`src/rtl/swarq_pkg.sv`:
```
// ----------------------------------------------------------------------------
// swarq_pkg
// Shared types and constants of the stop-and-wait ARQ engine.
// ----------------------------------------------------------------------------
package swarq_pkg;

  localparam int QUEUE_DEPTH     = 16;
  localparam int IDX_BITS        = $clog2(QUEUE_DEPTH);
  localparam int CNT_BITS        = $clog2(QUEUE_DEPTH + 1);
  localparam int SEQ_BITS        = 16;
  localparam int HANDLE_BITS     = 16;
  localparam int RETRY_BITS      = 4;
  localparam int CFG_INDEX_BITS  = 1;
  localparam int CFG_DATA_BITS   = 16;

  localparam logic [RETRY_BITS-1:0] RETRY_MAX       = '1;
  localparam logic [RETRY_BITS-1:0] RETRY_LIMIT_RST = RETRY_BITS'(10);

  typedef enum logic [CFG_INDEX_BITS-1:0] {
    CFG_INITIAL_SEQNO = 1'b0,
    CFG_RETRY_LIMIT   = 1'b1
  } cfg_index_t;

  typedef enum logic [1:0] {
    MODE_TX    = 2'd0,
    MODE_ACK   = 2'd1,
    MODE_DATA  = 2'd2,
    MODE_TIMER = 2'd3
  } mode_t;

  typedef enum logic [2:0] {
    KIND_NUMBERED      = 3'd0,
    KIND_TRANSMIT      = 3'd1,
    KIND_DISCARD       = 3'd2,
    KIND_FULL          = 3'd3,
    KIND_ACK_MATCH     = 3'd4,
    KIND_ACK_UNKNOWN   = 3'd5,
    KIND_DELIVER_ACK   = 3'd6,
    KIND_DELIVER_NOACK = 3'd7
  } kind_t;

  typedef enum logic [1:0] {
    TCMD_NONE    = 2'd0,
    TCMD_RESTART = 2'd1,
    TCMD_STOP    = 2'd2
  } tcmd_t;

  typedef enum logic [1:0] {
    RD_NONE,
    RD_PTR,
    RD_PTR1,
    RD_FRONT
  } rd_sel_t;

  typedef enum logic [1:0] {
    WR_NONE,
    WR_NEW,
    WR_SHIFT,
    WR_BUMP
  } wr_op_t;

  typedef enum logic [3:0] {
    S_IDLE,
    S_DISPATCH,
    S_SRCH_RD,
    S_SRCH_CMP,
    S_CMP_RD,
    S_CMP_WR,
    S_POST_RM,
    S_SEND_RD,
    S_SEND_CHK,
    S_EMIT
  } state_t;

  typedef struct packed {
    logic [SEQ_BITS-1:0]    seq;
    logic [HANDLE_BITS-1:0] handle;
    logic [RETRY_BITS-1:0]  retries;
  } entry_t;

  typedef struct packed {
    logic    ld_in;
    logic    ptr_clr;
    logic    ptr_inc;
    rd_sel_t rd_sel;
    wr_op_t  wr_op;
    logic    cnt_dec;
    logic    arm_set;
    logic    arm_clr;
    logic    out_ld;
    kind_t   out_kind;
    logic    out_last;
    tcmd_t   out_tcmd;
  } cmd_t;

  typedef struct packed {
    mode_t mode;
    logic  has_src;
    logic  armed;
    logic  full;
    logic  cnt_zero;
    logic  cnt_one;
    logic  srch_end;
    logic  cmp_end;
    logic  match;
    logic  front_over;
  } stat_t;

endpackage

```
`src/rtl/swarq_if.sv`:
```
// ----------------------------------------------------------------------------
// swarq_in_if / swarq_out_if
// Valid/ready channels carrying input events and result beats.
// ----------------------------------------------------------------------------
interface swarq_in_if;
  logic                              valid;
  logic                              ready;
  logic [1:0]                        mode;
  logic [swarq_pkg::HANDLE_BITS-1:0] packet_handle;
  logic [swarq_pkg::SEQ_BITS-1:0]    rx_seqno;
  logic                              has_source;

  modport source(output valid, mode, packet_handle, rx_seqno, has_source, input ready);
  modport sink(input valid, mode, packet_handle, rx_seqno, has_source, output ready);
endinterface

interface swarq_out_if;
  logic                              valid;
  logic                              ready;
  logic [2:0]                        kind;
  logic [swarq_pkg::SEQ_BITS-1:0]    seqno;
  logic [swarq_pkg::HANDLE_BITS-1:0] out_handle;
  logic [1:0]                        timer_cmd;
  logic                              last;

  modport source(output valid, kind, seqno, out_handle, timer_cmd, last, input ready);
  modport sink(input valid, kind, seqno, out_handle, timer_cmd, last, output ready);
endinterface

```
`src/rtl/swarq_dp.sv`:
```
// ----------------------------------------------------------------------------
// swarq_dp
// Datapath: retransmit queue memory, counters, timer flag, result register.
// ----------------------------------------------------------------------------
module swarq_dp (
  input  logic                                  clk,
  input  logic                                  rst,
  input  logic                                  cfg_we,
  input  logic [swarq_pkg::CFG_INDEX_BITS-1:0]  cfg_index,
  input  logic [swarq_pkg::CFG_DATA_BITS-1:0]   cfg_data,
  input  logic [1:0]                            in_mode,
  input  logic [swarq_pkg::HANDLE_BITS-1:0]     in_handle,
  input  logic [swarq_pkg::SEQ_BITS-1:0]        in_rx_seqno,
  input  logic                                  in_has_source,
  input  swarq_pkg::cmd_t                       cmd,
  output swarq_pkg::stat_t                      stat,
  output logic [2:0]                            out_kind,
  output logic [swarq_pkg::SEQ_BITS-1:0]        out_seqno,
  output logic [swarq_pkg::HANDLE_BITS-1:0]     out_handle,
  output logic [1:0]                            out_tcmd,
  output logic                                  out_last
);

  swarq_pkg::entry_t mem [swarq_pkg::QUEUE_DEPTH];
  swarq_pkg::entry_t rd_data;
  swarq_pkg::entry_t wr_data;
  logic [swarq_pkg::IDX_BITS-1:0]    rd_addr;
  logic [swarq_pkg::IDX_BITS-1:0]    wr_addr;
  logic [swarq_pkg::CNT_BITS-1:0]    count;
  logic [swarq_pkg::CNT_BITS-1:0]    ptr;
  logic [swarq_pkg::CNT_BITS-1:0]    ptr1;
  logic [swarq_pkg::SEQ_BITS-1:0]    next_seqno;
  logic [swarq_pkg::SEQ_BITS-1:0]    seq_new;
  logic [swarq_pkg::RETRY_BITS-1:0]  retry_limit;
  logic [swarq_pkg::RETRY_BITS-1:0]  lim_eff;
  logic                              armed;
  swarq_pkg::mode_t                  mode;
  logic [swarq_pkg::HANDLE_BITS-1:0] handle;
  logic [swarq_pkg::SEQ_BITS-1:0]    rx_seqno;
  logic                              has_src;

  assign seq_new = next_seqno + 1'b1;
  assign ptr1    = ptr + 1'b1;
  // a zero limit behaves as one
  assign lim_eff = (retry_limit == '0) ? swarq_pkg::RETRY_BITS'(1) : retry_limit;

  always_ff @(posedge clk) begin
    if (cmd.ld_in) begin
      mode     <= swarq_pkg::mode_t'(in_mode);
      handle   <= in_handle;
      rx_seqno <= in_rx_seqno;
      has_src  <= in_has_source;
    end
  end

  always_ff @(posedge clk) begin
    if (rst) begin
      next_seqno  <= '0;
      retry_limit <= swarq_pkg::RETRY_LIMIT_RST;
    end else begin
      if (cfg_we && cfg_index == swarq_pkg::CFG_INITIAL_SEQNO) begin
        next_seqno <= cfg_data[swarq_pkg::SEQ_BITS-1:0];
      end else if (cmd.wr_op == swarq_pkg::WR_NEW) begin
        next_seqno <= seq_new;
      end
      if (cfg_we && cfg_index == swarq_pkg::CFG_RETRY_LIMIT) begin
        retry_limit <= cfg_data[swarq_pkg::RETRY_BITS-1:0];
      end
    end
  end

  always_ff @(posedge clk) begin
    if (rst) begin
      count <= '0;
      armed <= 1'b0;
      ptr   <= '0;
    end else begin
      if (cmd.wr_op == swarq_pkg::WR_NEW) begin
        count <= count + 1'b1;
      end else if (cmd.cnt_dec) begin
        count <= count - 1'b1;
      end
      if (cmd.arm_set) begin
        armed <= 1'b1;
      end else if (cmd.arm_clr) begin
        armed <= 1'b0;
      end
      if (cmd.ptr_clr) begin
        ptr <= '0;
      end else if (cmd.ptr_inc) begin
        ptr <= ptr1;
      end
    end
  end

  always_comb begin
    rd_addr = '0;
    case (cmd.rd_sel)
      swarq_pkg::RD_PTR:   rd_addr = ptr[swarq_pkg::IDX_BITS-1:0];
      swarq_pkg::RD_PTR1:  rd_addr = ptr1[swarq_pkg::IDX_BITS-1:0];
      swarq_pkg::RD_FRONT: rd_addr = '0;
      default:             rd_addr = '0;
    endcase
  end

  always_comb begin
    wr_addr = '0;
    wr_data = rd_data;
    case (cmd.wr_op)
      swarq_pkg::WR_NEW: begin
        wr_addr = count[swarq_pkg::IDX_BITS-1:0];
        wr_data = '{seq: seq_new, handle: handle, retries: '0};
      end
      swarq_pkg::WR_SHIFT: begin
        wr_addr = ptr[swarq_pkg::IDX_BITS-1:0];
        wr_data = rd_data;
      end
      swarq_pkg::WR_BUMP: begin
        wr_addr = '0;
        wr_data = rd_data;
        if (rd_data.retries != swarq_pkg::RETRY_MAX) begin
          wr_data.retries = rd_data.retries + 1'b1;
        end
      end
      default: begin
        wr_addr = '0;
        wr_data = rd_data;
      end
    endcase
  end

  always_ff @(posedge clk) begin
    if (cmd.wr_op != swarq_pkg::WR_NONE) begin
      mem[wr_addr] <= wr_data;
    end
    if (cmd.rd_sel != swarq_pkg::RD_NONE) begin
      rd_data <= mem[rd_addr];
    end
  end

  // result register, held while the beat waits
  always_ff @(posedge clk) begin
    if (cmd.out_ld) begin
      out_kind <= cmd.out_kind;
      out_tcmd <= cmd.out_tcmd;
      out_last <= cmd.out_last;
      case (cmd.out_kind)
        swarq_pkg::KIND_NUMBERED: begin
          out_seqno  <= seq_new;
          out_handle <= handle;
        end
        swarq_pkg::KIND_FULL: begin
          out_seqno  <= '0;
          out_handle <= handle;
        end
        swarq_pkg::KIND_ACK_MATCH: begin
          out_seqno  <= rx_seqno;
          out_handle <= rd_data.handle;
        end
        swarq_pkg::KIND_TRANSMIT, swarq_pkg::KIND_DISCARD: begin
          out_seqno  <= rd_data.seq;
          out_handle <= rd_data.handle;
        end
        default: begin
          out_seqno  <= rx_seqno;
          out_handle <= '0;
        end
      endcase
    end
  end

  always_comb begin
    stat.mode       = mode;
    stat.has_src    = has_src;
    stat.armed      = armed;
    stat.full       = (count == swarq_pkg::CNT_BITS'(swarq_pkg::QUEUE_DEPTH));
    stat.cnt_zero   = (count == '0);
    stat.cnt_one    = (count == swarq_pkg::CNT_BITS'(1));
    stat.srch_end   = (ptr >= count);
    stat.cmp_end    = (ptr1 >= count);
    stat.match      = (rd_data.seq == rx_seqno);
    stat.front_over = (rd_data.retries >= lim_eff);
  end

  a_count_range: assert property (@(posedge clk) disable iff (rst)
    count <= swarq_pkg::CNT_BITS'(swarq_pkg::QUEUE_DEPTH))
    else $error("queue count above depth");

  a_no_push_full: assert property (@(posedge clk) disable iff (rst)
    cmd.wr_op == swarq_pkg::WR_NEW |-> !stat.full)
    else $error("push into full queue");

  a_no_pop_empty: assert property (@(posedge clk) disable iff (rst)
    cmd.cnt_dec |-> !stat.cnt_zero)
    else $error("pop from empty queue");

endmodule

```
`src/rtl/swarq_ctrl.sv`:
```
// ----------------------------------------------------------------------------
// swarq_ctrl
// Controller: sequences search, compaction, resend and result beats.
// ----------------------------------------------------------------------------
module swarq_ctrl (
  input  logic             clk,
  input  logic             rst,
  input  logic             in_valid,
  output logic             in_ready,
  output logic             out_valid,
  input  logic             out_ready,
  input  swarq_pkg::stat_t stat,
  output swarq_pkg::cmd_t  cmd
);

  swarq_pkg::state_t state, state_next;
  swarq_pkg::state_t ret, ret_next;

  always_ff @(posedge clk) begin
    if (rst) begin
      state <= swarq_pkg::S_IDLE;
      ret   <= swarq_pkg::S_IDLE;
    end else begin
      state <= state_next;
      ret   <= ret_next;
    end
  end

  always_comb begin
    state_next = state;
    ret_next   = ret;
    case (state)
      swarq_pkg::S_IDLE: begin
        if (in_valid) state_next = swarq_pkg::S_DISPATCH;
      end
      swarq_pkg::S_DISPATCH: begin
        case (stat.mode)
          swarq_pkg::MODE_TX: begin
            state_next = swarq_pkg::S_EMIT;
            ret_next   = (!stat.full && stat.cnt_zero) ? swarq_pkg::S_SEND_RD
                                                       : swarq_pkg::S_IDLE;
          end
          swarq_pkg::MODE_ACK: state_next = swarq_pkg::S_SRCH_RD;
          swarq_pkg::MODE_DATA: begin
            state_next = swarq_pkg::S_EMIT;
            ret_next   = swarq_pkg::S_IDLE;
          end
          default: begin
            state_next = (stat.armed && !stat.cnt_zero) ? swarq_pkg::S_SEND_RD
                                                        : swarq_pkg::S_IDLE;
          end
        endcase
      end
      swarq_pkg::S_SRCH_RD: begin
        if (stat.srch_end) begin
          state_next = swarq_pkg::S_EMIT;
          ret_next   = swarq_pkg::S_IDLE;
        end else begin
          state_next = swarq_pkg::S_SRCH_CMP;
        end
      end
      swarq_pkg::S_SRCH_CMP: begin
        if (stat.match) begin
          state_next = swarq_pkg::S_EMIT;
          ret_next   = swarq_pkg::S_CMP_RD;
        end else begin
          state_next = swarq_pkg::S_SRCH_RD;
        end
      end
      swarq_pkg::S_CMP_RD: begin
        state_next = stat.cmp_end ? swarq_pkg::S_POST_RM : swarq_pkg::S_CMP_WR;
      end
      swarq_pkg::S_CMP_WR:  state_next = swarq_pkg::S_CMP_RD;
      // count already reflects the removal here
      swarq_pkg::S_POST_RM: begin
        state_next = stat.cnt_zero ? swarq_pkg::S_IDLE : swarq_pkg::S_SEND_RD;
      end
      swarq_pkg::S_SEND_RD:  state_next = swarq_pkg::S_SEND_CHK;
      swarq_pkg::S_SEND_CHK: begin
        state_next = swarq_pkg::S_EMIT;
        ret_next   = stat.front_over ? swarq_pkg::S_CMP_RD : swarq_pkg::S_IDLE;
      end
      swarq_pkg::S_EMIT: begin
        if (out_ready) state_next = ret;
      end
      default: state_next = swarq_pkg::S_IDLE;
    endcase
  end

  always_comb begin
    cmd          = '0;
    cmd.rd_sel   = swarq_pkg::RD_NONE;
    cmd.wr_op    = swarq_pkg::WR_NONE;
    cmd.out_kind = swarq_pkg::KIND_NUMBERED;
    cmd.out_tcmd = swarq_pkg::TCMD_NONE;
    in_ready     = 1'b0;
    out_valid    = 1'b0;
    case (state)
      swarq_pkg::S_IDLE: begin
        in_ready  = 1'b1;
        cmd.ld_in = in_valid;
      end
      swarq_pkg::S_DISPATCH: begin
        cmd.ptr_clr = 1'b1;
        case (stat.mode)
          swarq_pkg::MODE_TX: begin
            cmd.out_ld = 1'b1;
            if (stat.full) begin
              cmd.out_kind = swarq_pkg::KIND_FULL;
              cmd.out_last = 1'b1;
            end else begin
              cmd.wr_op    = swarq_pkg::WR_NEW;
              cmd.out_kind = swarq_pkg::KIND_NUMBERED;
              cmd.out_last = !stat.cnt_zero;
            end
          end
          swarq_pkg::MODE_ACK: cmd.ptr_clr = 1'b1;
          swarq_pkg::MODE_DATA: begin
            cmd.out_ld   = 1'b1;
            cmd.out_last = 1'b1;
            cmd.out_kind = stat.has_src ? swarq_pkg::KIND_DELIVER_ACK
                                        : swarq_pkg::KIND_DELIVER_NOACK;
          end
          default: cmd.arm_clr = 1'b1;
        endcase
      end
      swarq_pkg::S_SRCH_RD: begin
        if (stat.srch_end) begin
          cmd.out_ld   = 1'b1;
          cmd.out_kind = swarq_pkg::KIND_ACK_UNKNOWN;
          cmd.out_last = 1'b1;
        end else begin
          cmd.rd_sel = swarq_pkg::RD_PTR;
        end
      end
      swarq_pkg::S_SRCH_CMP: begin
        if (stat.match) begin
          // removing the only entry ends the input, disarms the timer and stops it if armed
          cmd.out_ld   = 1'b1;
          cmd.out_kind = swarq_pkg::KIND_ACK_MATCH;
          cmd.out_last = stat.cnt_one;
          cmd.arm_clr  = stat.cnt_one;
          cmd.out_tcmd = (stat.cnt_one && stat.armed) ? swarq_pkg::TCMD_STOP
                                                      : swarq_pkg::TCMD_NONE;
        end else begin
          cmd.ptr_inc = 1'b1;
        end
      end
      swarq_pkg::S_CMP_RD: begin
        if (stat.cmp_end) cmd.cnt_dec = 1'b1;
        else cmd.rd_sel = swarq_pkg::RD_PTR1;
      end
      swarq_pkg::S_CMP_WR: begin
        cmd.wr_op   = swarq_pkg::WR_SHIFT;
        cmd.ptr_inc = 1'b1;
      end
      swarq_pkg::S_SEND_RD: begin
        cmd.rd_sel = swarq_pkg::RD_FRONT;
      end
      swarq_pkg::S_SEND_CHK: begin
        cmd.out_ld = 1'b1;
        if (stat.front_over) begin
          cmd.ptr_clr  = 1'b1;
          cmd.out_kind = swarq_pkg::KIND_DISCARD;
          cmd.out_last = stat.cnt_one;
          cmd.arm_clr  = stat.cnt_one;
          cmd.out_tcmd = (stat.cnt_one && stat.armed) ? swarq_pkg::TCMD_STOP
                                                      : swarq_pkg::TCMD_NONE;
        end else begin
          cmd.wr_op    = swarq_pkg::WR_BUMP;
          cmd.arm_set  = 1'b1;
          cmd.out_kind = swarq_pkg::KIND_TRANSMIT;
          cmd.out_last = 1'b1;
          cmd.out_tcmd = swarq_pkg::TCMD_RESTART;
        end
      end
      swarq_pkg::S_EMIT: out_valid = 1'b1;
      default: begin
        in_ready = 1'b0;
      end
    endcase
  end

  a_one_item: assert property (@(posedge clk) disable iff (rst)
    in_valid && in_ready |=> !in_ready)
    else $error("second item taken while busy");

  a_emit_holds: assert property (@(posedge clk) disable iff (rst)
    out_valid && !out_ready |=> out_valid && $stable(ret))
    else $error("result beat dropped while stalled");

  a_ready_exclusive: assert property (@(posedge clk) disable iff (rst)
    !(in_ready && out_valid))
    else $error("input taken while a result waits");

endmodule

```
`src/rtl/stop_and_wait_arq_engine.sv`:
```
// ----------------------------------------------------------------------------
// stop_and_wait_arq_engine
// Stop-and-wait ARQ: numbering, retransmit queue, ack matching, timeouts.
// ----------------------------------------------------------------------------
// the input beat is registered; each result is then built in the result register
// ack handling walks the 16-entry queue memory: it reads and compares each
// entry searched, and reads and writes each entry shifted on removal
// a timer expiry that discards the front entry shifts the queue
// every result beat waits through output stalls; one item at a time
// reset (synchronous, active high) empties the queue, disarms the timer,
// zeroes the sequence counter and sets the retry limit to 10
module stop_and_wait_arq_engine (
  input  logic                                 clk,
  input  logic                                 rst,
  input  logic                                 cfg_we,
  input  logic [swarq_pkg::CFG_INDEX_BITS-1:0] cfg_index,
  input  logic [swarq_pkg::CFG_DATA_BITS-1:0]  cfg_data,
  swarq_in_if.sink                             in_ch,
  swarq_out_if.source                          out_ch
);

  swarq_pkg::cmd_t  cmd;
  swarq_pkg::stat_t stat;

  swarq_ctrl u_ctrl (
    .clk       (clk),
    .rst       (rst),
    .in_valid  (in_ch.valid),
    .in_ready  (in_ch.ready),
    .out_valid (out_ch.valid),
    .out_ready (out_ch.ready),
    .stat      (stat),
    .cmd       (cmd)
  );

  swarq_dp u_dp (
    .clk           (clk),
    .rst           (rst),
    .cfg_we        (cfg_we),
    .cfg_index     (cfg_index),
    .cfg_data      (cfg_data),
    .in_mode       (in_ch.mode),
    .in_handle     (in_ch.packet_handle),
    .in_rx_seqno   (in_ch.rx_seqno),
    .in_has_source (in_ch.has_source),
    .cmd           (cmd),
    .stat          (stat),
    .out_kind      (out_ch.kind),
    .out_seqno     (out_ch.seqno),
    .out_handle    (out_ch.out_handle),
    .out_tcmd      (out_ch.timer_cmd),
    .out_last      (out_ch.last)
  );

endmodule

```
`src/flat_wrapper.sv`:
```
// flat-port wrapper written by rule: the top's interface ports become plain ports
module stop_and_wait_arq_engine_flat 
  (clk, rst, cfg_we, cfg_index, cfg_data, in_ch_valid, in_ch_mode, in_ch_packet_handle, in_ch_rx_seqno, in_ch_has_source, in_ch_ready, out_ch_valid, out_ch_kind, out_ch_seqno, out_ch_out_handle, out_ch_timer_cmd, out_ch_last, out_ch_ready);
  swarq_in_if in_ch_i ();
  swarq_out_if out_ch_i ();
  input  logic clk;
  input  logic rst;
  input  logic cfg_we;
  input  logic [swarq_pkg::CFG_INDEX_BITS-1:0] cfg_index;
  input  logic [swarq_pkg::CFG_DATA_BITS-1:0] cfg_data;
  input wire logic [$bits(in_ch_i.valid)-1:0] in_ch_valid;
  input wire logic [$bits(in_ch_i.mode)-1:0] in_ch_mode;
  input wire logic [$bits(in_ch_i.packet_handle)-1:0] in_ch_packet_handle;
  input wire logic [$bits(in_ch_i.rx_seqno)-1:0] in_ch_rx_seqno;
  input wire logic [$bits(in_ch_i.has_source)-1:0] in_ch_has_source;
  output wire logic [$bits(in_ch_i.ready)-1:0] in_ch_ready;
  output wire logic [$bits(out_ch_i.valid)-1:0] out_ch_valid;
  output wire logic [$bits(out_ch_i.kind)-1:0] out_ch_kind;
  output wire logic [$bits(out_ch_i.seqno)-1:0] out_ch_seqno;
  output wire logic [$bits(out_ch_i.out_handle)-1:0] out_ch_out_handle;
  output wire logic [$bits(out_ch_i.timer_cmd)-1:0] out_ch_timer_cmd;
  output wire logic [$bits(out_ch_i.last)-1:0] out_ch_last;
  input wire logic [$bits(out_ch_i.ready)-1:0] out_ch_ready;
  assign in_ch_i.valid = in_ch_valid;
  assign in_ch_i.mode = in_ch_mode;
  assign in_ch_i.packet_handle = in_ch_packet_handle;
  assign in_ch_i.rx_seqno = in_ch_rx_seqno;
  assign in_ch_i.has_source = in_ch_has_source;
  assign in_ch_ready = in_ch_i.ready;
  assign out_ch_valid = out_ch_i.valid;
  assign out_ch_kind = out_ch_i.kind;
  assign out_ch_seqno = out_ch_i.seqno;
  assign out_ch_out_handle = out_ch_i.out_handle;
  assign out_ch_timer_cmd = out_ch_i.timer_cmd;
  assign out_ch_last = out_ch_i.last;
  assign out_ch_i.ready = out_ch_ready;
  stop_and_wait_arq_engine u_core (.clk(clk), .rst(rst), .cfg_we(cfg_we), .cfg_index(cfg_index), .cfg_data(cfg_data), .in_ch(in_ch_i), .out_ch(out_ch_i));
endmodule
```
`config.mk`:
```
export PLATFORM = sky130hd
export DESIGN_NAME = stop_and_wait_arq_engine_flat
export DESIGN_NICKNAME = d
export VERILOG_FILES = /design/src/rtl/swarq_pkg.sv /design/src/rtl/swarq_if.sv /design/src/rtl/swarq_dp.sv /design/src/rtl/swarq_ctrl.sv /design/src/rtl/stop_and_wait_arq_engine.sv /design/src/flat_wrapper.sv
export SDC_FILE = /design/constraint.sdc
export NUM_CORES = 1
export LEC_CHECK = 0
export ABC_AREA = 1
export BUFFER_PORTS_ARGS = -buffer_cell sky130_fd_sc_hd__buf_2
export CORE_AREA = 2 2 252 254
export CTS_BUF_LIST = sky130_fd_sc_hd__clkbuf_8
export DETAILED_ROUTE_END_ITERATION = 7
export DIE_AREA = 0 0 254 256
export PLACE_DENSITY = 0.69
export SKIP_CTS_REPAIR_TIMING = 1
export SLEW_MARGIN = 5
export SYNTH_ARGS = -nofsm -noshare
export SYNTH_HDL_FRONTEND = slang
export SYNTH_SLANG_ARGS = --single-unit
```
`constraint.sdc`:
```
create_clock -name clk -period 5.35 [get_ports clk]
set_clock_uncertainty 0.15 [all_clocks]
set_input_delay 0.2675 -clock clk [delete_from_list [all_inputs] [get_ports clk]]
set_output_delay 0.2675 -clock clk [all_outputs]
set_load 0.01 [all_outputs]
```
==> results of run 1 <==
Yosys cell counts (2+ instances only):
master	n	area, um2
inv_2	11	41.3
nand2_2	15	93.8
ha_1	28	350
dfxtp_1	37	741
or2_2	112	701
nand2_1	352	1320
nand3_2	2	20.0
or2_0	26	163
or2_1	8	50.1
xor2_1	15	131
nand2_4	6	67.6
nand3_4	2	35.0
o22ai_1	6	37.5
a31oi_1	13	81.3
nor2_2	4	25.0
nand4_1	11	68.8
a21oi_1	18	90.1
o21bai_1	2	15.0
nor3_1	16	80.1
nand3_1	297	1490
o211ai_1	147	1100
buf_6	2	22.5
o21ai_0	180	901
nor2_8	2	40.0
nor2_1	360	1350
buf_2	70	350
nor2_4	3	33.8
nand3b_1	3	22.5
xnor2_1	4	35.0
inv_1	116	435
a21o_1	2	15.0
buf_1	6	22.5
a211oi_1	3	22.5
buf_4	4	30.0
clkbuf_1	54	203
edfxtp_1	685	20600
through the flow:
stage	setup TNS [ns]	cells
CTS	0	3711
global route	0	3788
global placement	0	3514
floorplan	-16.49	2638
detailed placement	0	3514
finish	0	3788
cells by family after synthesis:
logic type | synth area share
xor+xnor | 0.00538
simple gates | 0.182
flops | 0.689
compound gates | 0.0756
fa+ha+maj | 0.0113
buf+inv | 0.0370
power breakdown:
part | total, uW | leakage (uW) | internal, uW | switching, uW
registers | 7200 | 0.00651 | 7010 | 189
logic | 2690 | 0.00522 | 768 | 1920
clock network | 4380 | 0.00118 | 2240 | 2140
sequential cells by signal (all words and copies together), names as in the netlist, 5 cells and up:
| register | cells |
|---|---|
| u_core.u_dp.out_seqno | 16 |
| u_core.u_dp.next_seqno | 16 |
| u_core.u_dp.count | 5 |
| u_core.u_dp.ptr | 5 |
| u_core.u_dp.rx_seqno | 16 |
| u_core.u_dp.out_handle | 16 |
| u_core.u_dp.handle | 16 |
| u_core.u_dp.mem | 576 |
| u_core.u_dp.rd_data | 36 |
cell usage in the layout, fill, tap and decap left out, drive strengths merged, types with 2 or more instances in the layout:
cell type	netlist	routed
inv	128	162
nor2	369	369
nand2	373	373
ha	28	28
a21oi	20	20
dfxtp	37	37
or2	146	146
bufinv	0	4
xor2	15	15
o21ai	181	181
clkinv	2	41
o22ai	6	6
xnor2	4	4
nand3b	3	3
edfxtp	685	685
a21o	2	2
o211ai	147	147
nand4	12	12
nor3	18	18
a31oi	13	13
nand3	301	301
o21bai	2	2
buf	83	168
dlygate4sd3	0	76
a211oi	3	3
clkbuf	55	119
layer usage:
metal	wire length, um	global-route usage
met1	33600	0.343
met2	39100	0.397
met3	6710	0.0421
met4	2520	0.0897
met5	0	0
worst max-delay path: stages, from the launching register on:
cell      delay [ns]
dfxtp_1         0.45
ha_1            0.23
xor2_1          0.24
ha_1            0.29
a21o_1          0.19
a21oi_1         0.15
nor2b_1         0.15
nand2_1         0.08
nand2_1         0.10
inv_1           0.07
ha_1            0.23
nand2_1         0.17
nand2_8         0.30
inv_6           0.58
buf_12          0.33
o211ai_1        0.13
nand3_1         0.12
nand3_1         0.07
nand2_1         0.20
worst paths after layout:
check | to | slack (ns) | cells past startpoint
setup / recovery | u_core.u_dp.rd_data[1] | 0.85 | 18
hold reg to reg | u_core.u_dp.count[4] | 0.36 | 2
setup reg to reg | u_core.u_dp.rd_data[1] | 0.85 | 18
hold / removal | u_core.u_dp.rx_seqno[15] | 0.11 | 2
layout make-up:
| cell class | count | area [um2] | area share |
|---|---|---|---|
| Sequential cell | 722 | 21300 | 0.599 |
| Multi-Input combinational cell | 1648 | 8620 | 0.243 |
| Timing Repair Buffer | 244 | 1970 | 0.0554 |
| Clock buffer | 119 | 1640 | 0.0461 |
| Tap cell | 846 | 1060 | 0.0298 |
| Inverter | 130 | 497 | 0.0140 |
| Clock inverter | 78 | 449 | 0.0126 |
| Antenna cell | 1 | 2.50 | 0.0000704 |
==> metrics, run 1 <==
status complete, no violations; setup violators final 0; CTS tree built; worst vdd ir 0.239 mV; CP endpoint kind flip-flop; Mapped Area 30,900 um2; worst setup path start u_core.u_dp.ptr[0]; starting DRC count in detailed routing 2,391; HP Start in_ch_rx_seqno[15]; MaxCap Viol Count 0; Syn Inst Count ~2,600; largest net degree at the start of global routing 83; DRC Markers 0; clk buf depth 3; class of the worst hold path input port to flip-flop; Synth Flop Type edfxtp_1; clk sinks between 700 and 800; Die Width 254 um; Async SR Flop Fraction 0; fill count 5,038; critical path startpoint category flip-flop; placement-stage cell area ~33,000 um2; final instance area ~36,000 um2; initial antenna violation count 1; TritonCTS buffer count 115; routed wire length per instance 21.6 um; fin crit share 0.842; min Tclk post-route 4.50 ns; die area 65,000 um2; fin worst setup slack roughly 0.85 ns; crit path max fanout 82; Post-Route WL 81.9 mm; IO Port Bufs 96; Antenna Nets Post-Route 0; Root Buffer clkbuf_8; vias in the first global route 20,900; Fin Hold WS between 0.1 and 0.15 ns; Starting Density 0.496; Core ar. 62,400 um2; Worst-path clk slew ~0.070 ns; Critical Path AT 4.91 ns; headroom to the max-slew limit 0.129; Clock Latency Late Sink 0.72 ns; critical path class flip-flop to flip-flop; first-pass GRT wire length 123 mm; slew of the pin with the lowest slew margin roughly 1.3 ns; H-tree depth 3; DR vias 21,300; Initial DRT Pass Iterations 6; leakage roughly 0.013 uW; fmax between 200 and 250 MHz; pre-CTS setup slack 0.875 ns; Layout area overhead 14.9%; number of flops mapped to enable cells by yosys slightly below 700; Die Y 256 um; Avg Synthesized Cell Area roughly 12 um2; RR Startpoint u_core.u_dp.ptr[0]; Worst EP required 5.76 ns; final net count 2,946; num rows 92; gpl congestion 0.939; post-DP HPWL about 47 mm; RSZ-0062 raised after global routing false; Total Power 14,300 uW; Tot GR Track Use 0.248; Synth Warn # 0; Yosys reg bits a little over 700; IO Pins 97; pwr/cell area 401 nW/um2; syn_nets 2,723; total congestion overflow 0; Yosys cell types 52; post-synthesis sequential area ratio 0.689; final core occ 0.570; Slew Viols, Final 0; fraction of layout instances using a drive strength above 1 0.167; vias per cell 5.63; Hold Vio Cnt, Final 0
(Power assumes the default switching activity.)
==> run 2, diff against run 1 <==
- clock period: 5.35 -> 4.1 ns (I/O delays scaled with it)
==> metrics, run 2 (same netlist as run 1, synthesis figures left out) <==
status complete, no violations (unchanged); most common cell after layout, fill and taps aside edfxtp_1 (unchanged); fin crit share 0.956 (was 0.842); MaxCap Viol Count 0 (unchanged); worst vdd ir 0.272 mV (was 0.239 mV); gpl congestion 0.901 (was 0.939); post-DP HPWL 46.3 mm (was 46.9 mm); Slew Viols, Final 0 (unchanged); class of the worst hold path input port to flip-flop (unchanged); Worst EP required 4.62 ns (was 5.76 ns); fraction of layout instances using a drive strength above 1 0.176 (was 0.167); pre-CTS setup slack -0.0268 ns (was 0.875 ns); headroom to the max-slew limit 0.501 (was 0.129); setup violators final 0 (unchanged); Die Width 254 um (unchanged); die area 65,000 um2 (unchanged); DRC Markers 0 (unchanged); Initial DRT Pass Iterations 5 (was 6); Layout area overhead 17.2% (was 14.9%); Die Y 256 um (unchanged); Critical Path AT 4.44 ns (was 4.91 ns); largest net degree at the start of global routing 88 (was 83); CTS tree built (unchanged); fin worst setup slack 0.181 ns (was 0.848 ns); num rows 92 (unchanged); CP endpoint kind flip-flop (unchanged); min Tclk post-route 3.92 ns (was 4.50 ns); max reg flops 576 (unchanged); pwr/cell area 515 nW/um2 (was 401 nW/um2); DP Cell Count 3,536 (was 3,514); clk sinks 722 (unchanged); routed wire length per instance 21.6 um (about the same); Core ar. 62,400 um2 (unchanged); vias in the first global route 20,800 (was 20,900); IO Pins 97 (unchanged); most frequent cells in the layout edfxtp_1, nor2_1, nand2_1 (was edfxtp_1, nand2_1, nor2_1); total congestion overflow 0 (unchanged); Worst-path clk slew 0.06 ns (was 0.07 ns); first-pass GRT wire length 123 mm (about the same); largest registers u_core.u_dp.mem x576, u_core.u_dp.rd_data x36 (unchanged); Root Buffer clkbuf_8 (unchanged); Antenna Nets Post-Route 0 (unchanged); H-tree depth 3 (unchanged); starting DRC count in detailed routing 2,298 (was 2,391); Starting Density 0.496 (unchanged); DR vias 21,500 (was 21,300); slew of the pin with the lowest slew margin 0.746 ns (was 1.31 ns); final net count 2,976 (was 2,946); clk buf depth 3 (unchanged); leakage 0.0133 uW (was 0.0129 uW); fmax 255 MHz (was 222 MHz); fin cells 3,835 (was 3,788); Fin Hold WS 0.0387 ns (was 0.113 ns); Hold Vio Cnt, Final 0 (unchanged); crit path max fanout 32 (was 82); Post-Route WL 82.9 mm (was 81.9 mm); initial antenna violation count 1 (unchanged); Tot GR Track Use 0.249 (was 0.248); Biggest register u_core.u_dp.mem (unchanged); critical path startpoint category flip-flop (unchanged); Clock Latency Late Sink 0.73 ns (was 0.72 ns); Total Power 18,700 uW (was 14,300 uW); vias per cell 5.60 (was 5.63); IO Port Bufs 96 (unchanged); critical path class flip-flop to flip-flop (unchanged); TritonCTS buffer count 114 (was 115)
[run 2: through the flow]
stage / util / TNS, ns / instance area (um2)
final: 0.581 / 0 / 36300
after global placement: 0.532 / 0 / 33200
after floorplan: - / -170.78 / 31000
after CTS: 0.566 / -0.0484 / 35300
after global routing: 0.581 / -0.148 / 36300
after detailed placement: 0.532 / -0.0268 / 33200
[run 2: layout make-up]
type	instances	area, um2
inverters	130	497
diodes	1	2.50
clock inverters	94	497
well taps	846	1060
multi-input cells	1649	8690
flip-flops and latches	722	21300
repair buffers	274	2560
fillers	5037	26100
clock buffers	119	1640
[run 2: final timing paths]
path	start	endpoint	slack, ns	cells after the start
setup / recovery	u_core.u_dp.retry_limit[2]	u_core.u_dp.next_seqno[6]	0.18	15
hold / removal	in_ch_rx_seqno[11]	u_core.u_dp.rx_seqno[11]	0.04	2
hold reg to reg	u_core.u_dp.count[4]	u_core.u_dp.count[4]	0.36	2
setup reg to reg	u_core.u_dp.retry_limit[2]	u_core.u_dp.next_seqno[6]	0.18	15
[run 2: power by group]
group / internal, uW / total, uW / leakage, uW / switching (uW)
Combinational: 1060 / 3570 / 0.00552 / 2510
Clock: 2880 / 5730 / 0.00124 / 2850
Sequential: 9150 / 9370 / 0.00652 / 220
[run 2: critical path, stage by stage (launching register included)]
cell and delay (ns):
dfxtp_1 0.31, inv_1 0.08, a31o_2 0.25, ha_1 0.26, nand2_1 0.07, inv_1 0.04
nand2_1 0.12, nand4_4 0.18, nand2_1 0.19, inv_1 0.09, ha_1 0.20, buf_4 0.32
nor2_1 0.66, nand2_1 0.14, a31oi_1 0.21, dlygate4sd3_1 0.57
[run 2: metal layers]
layer  wire length [um]  share of wire  track usage  vias to the layer above
li1                   -              -            -                     9916
met1              33800           0.41        0.336                    10400
met4               2740          0.033       0.0972                        0
met2              39400           0.48        0.396                      946
met5                  0              0            0                        -
met3               7010          0.085       0.0503                      185
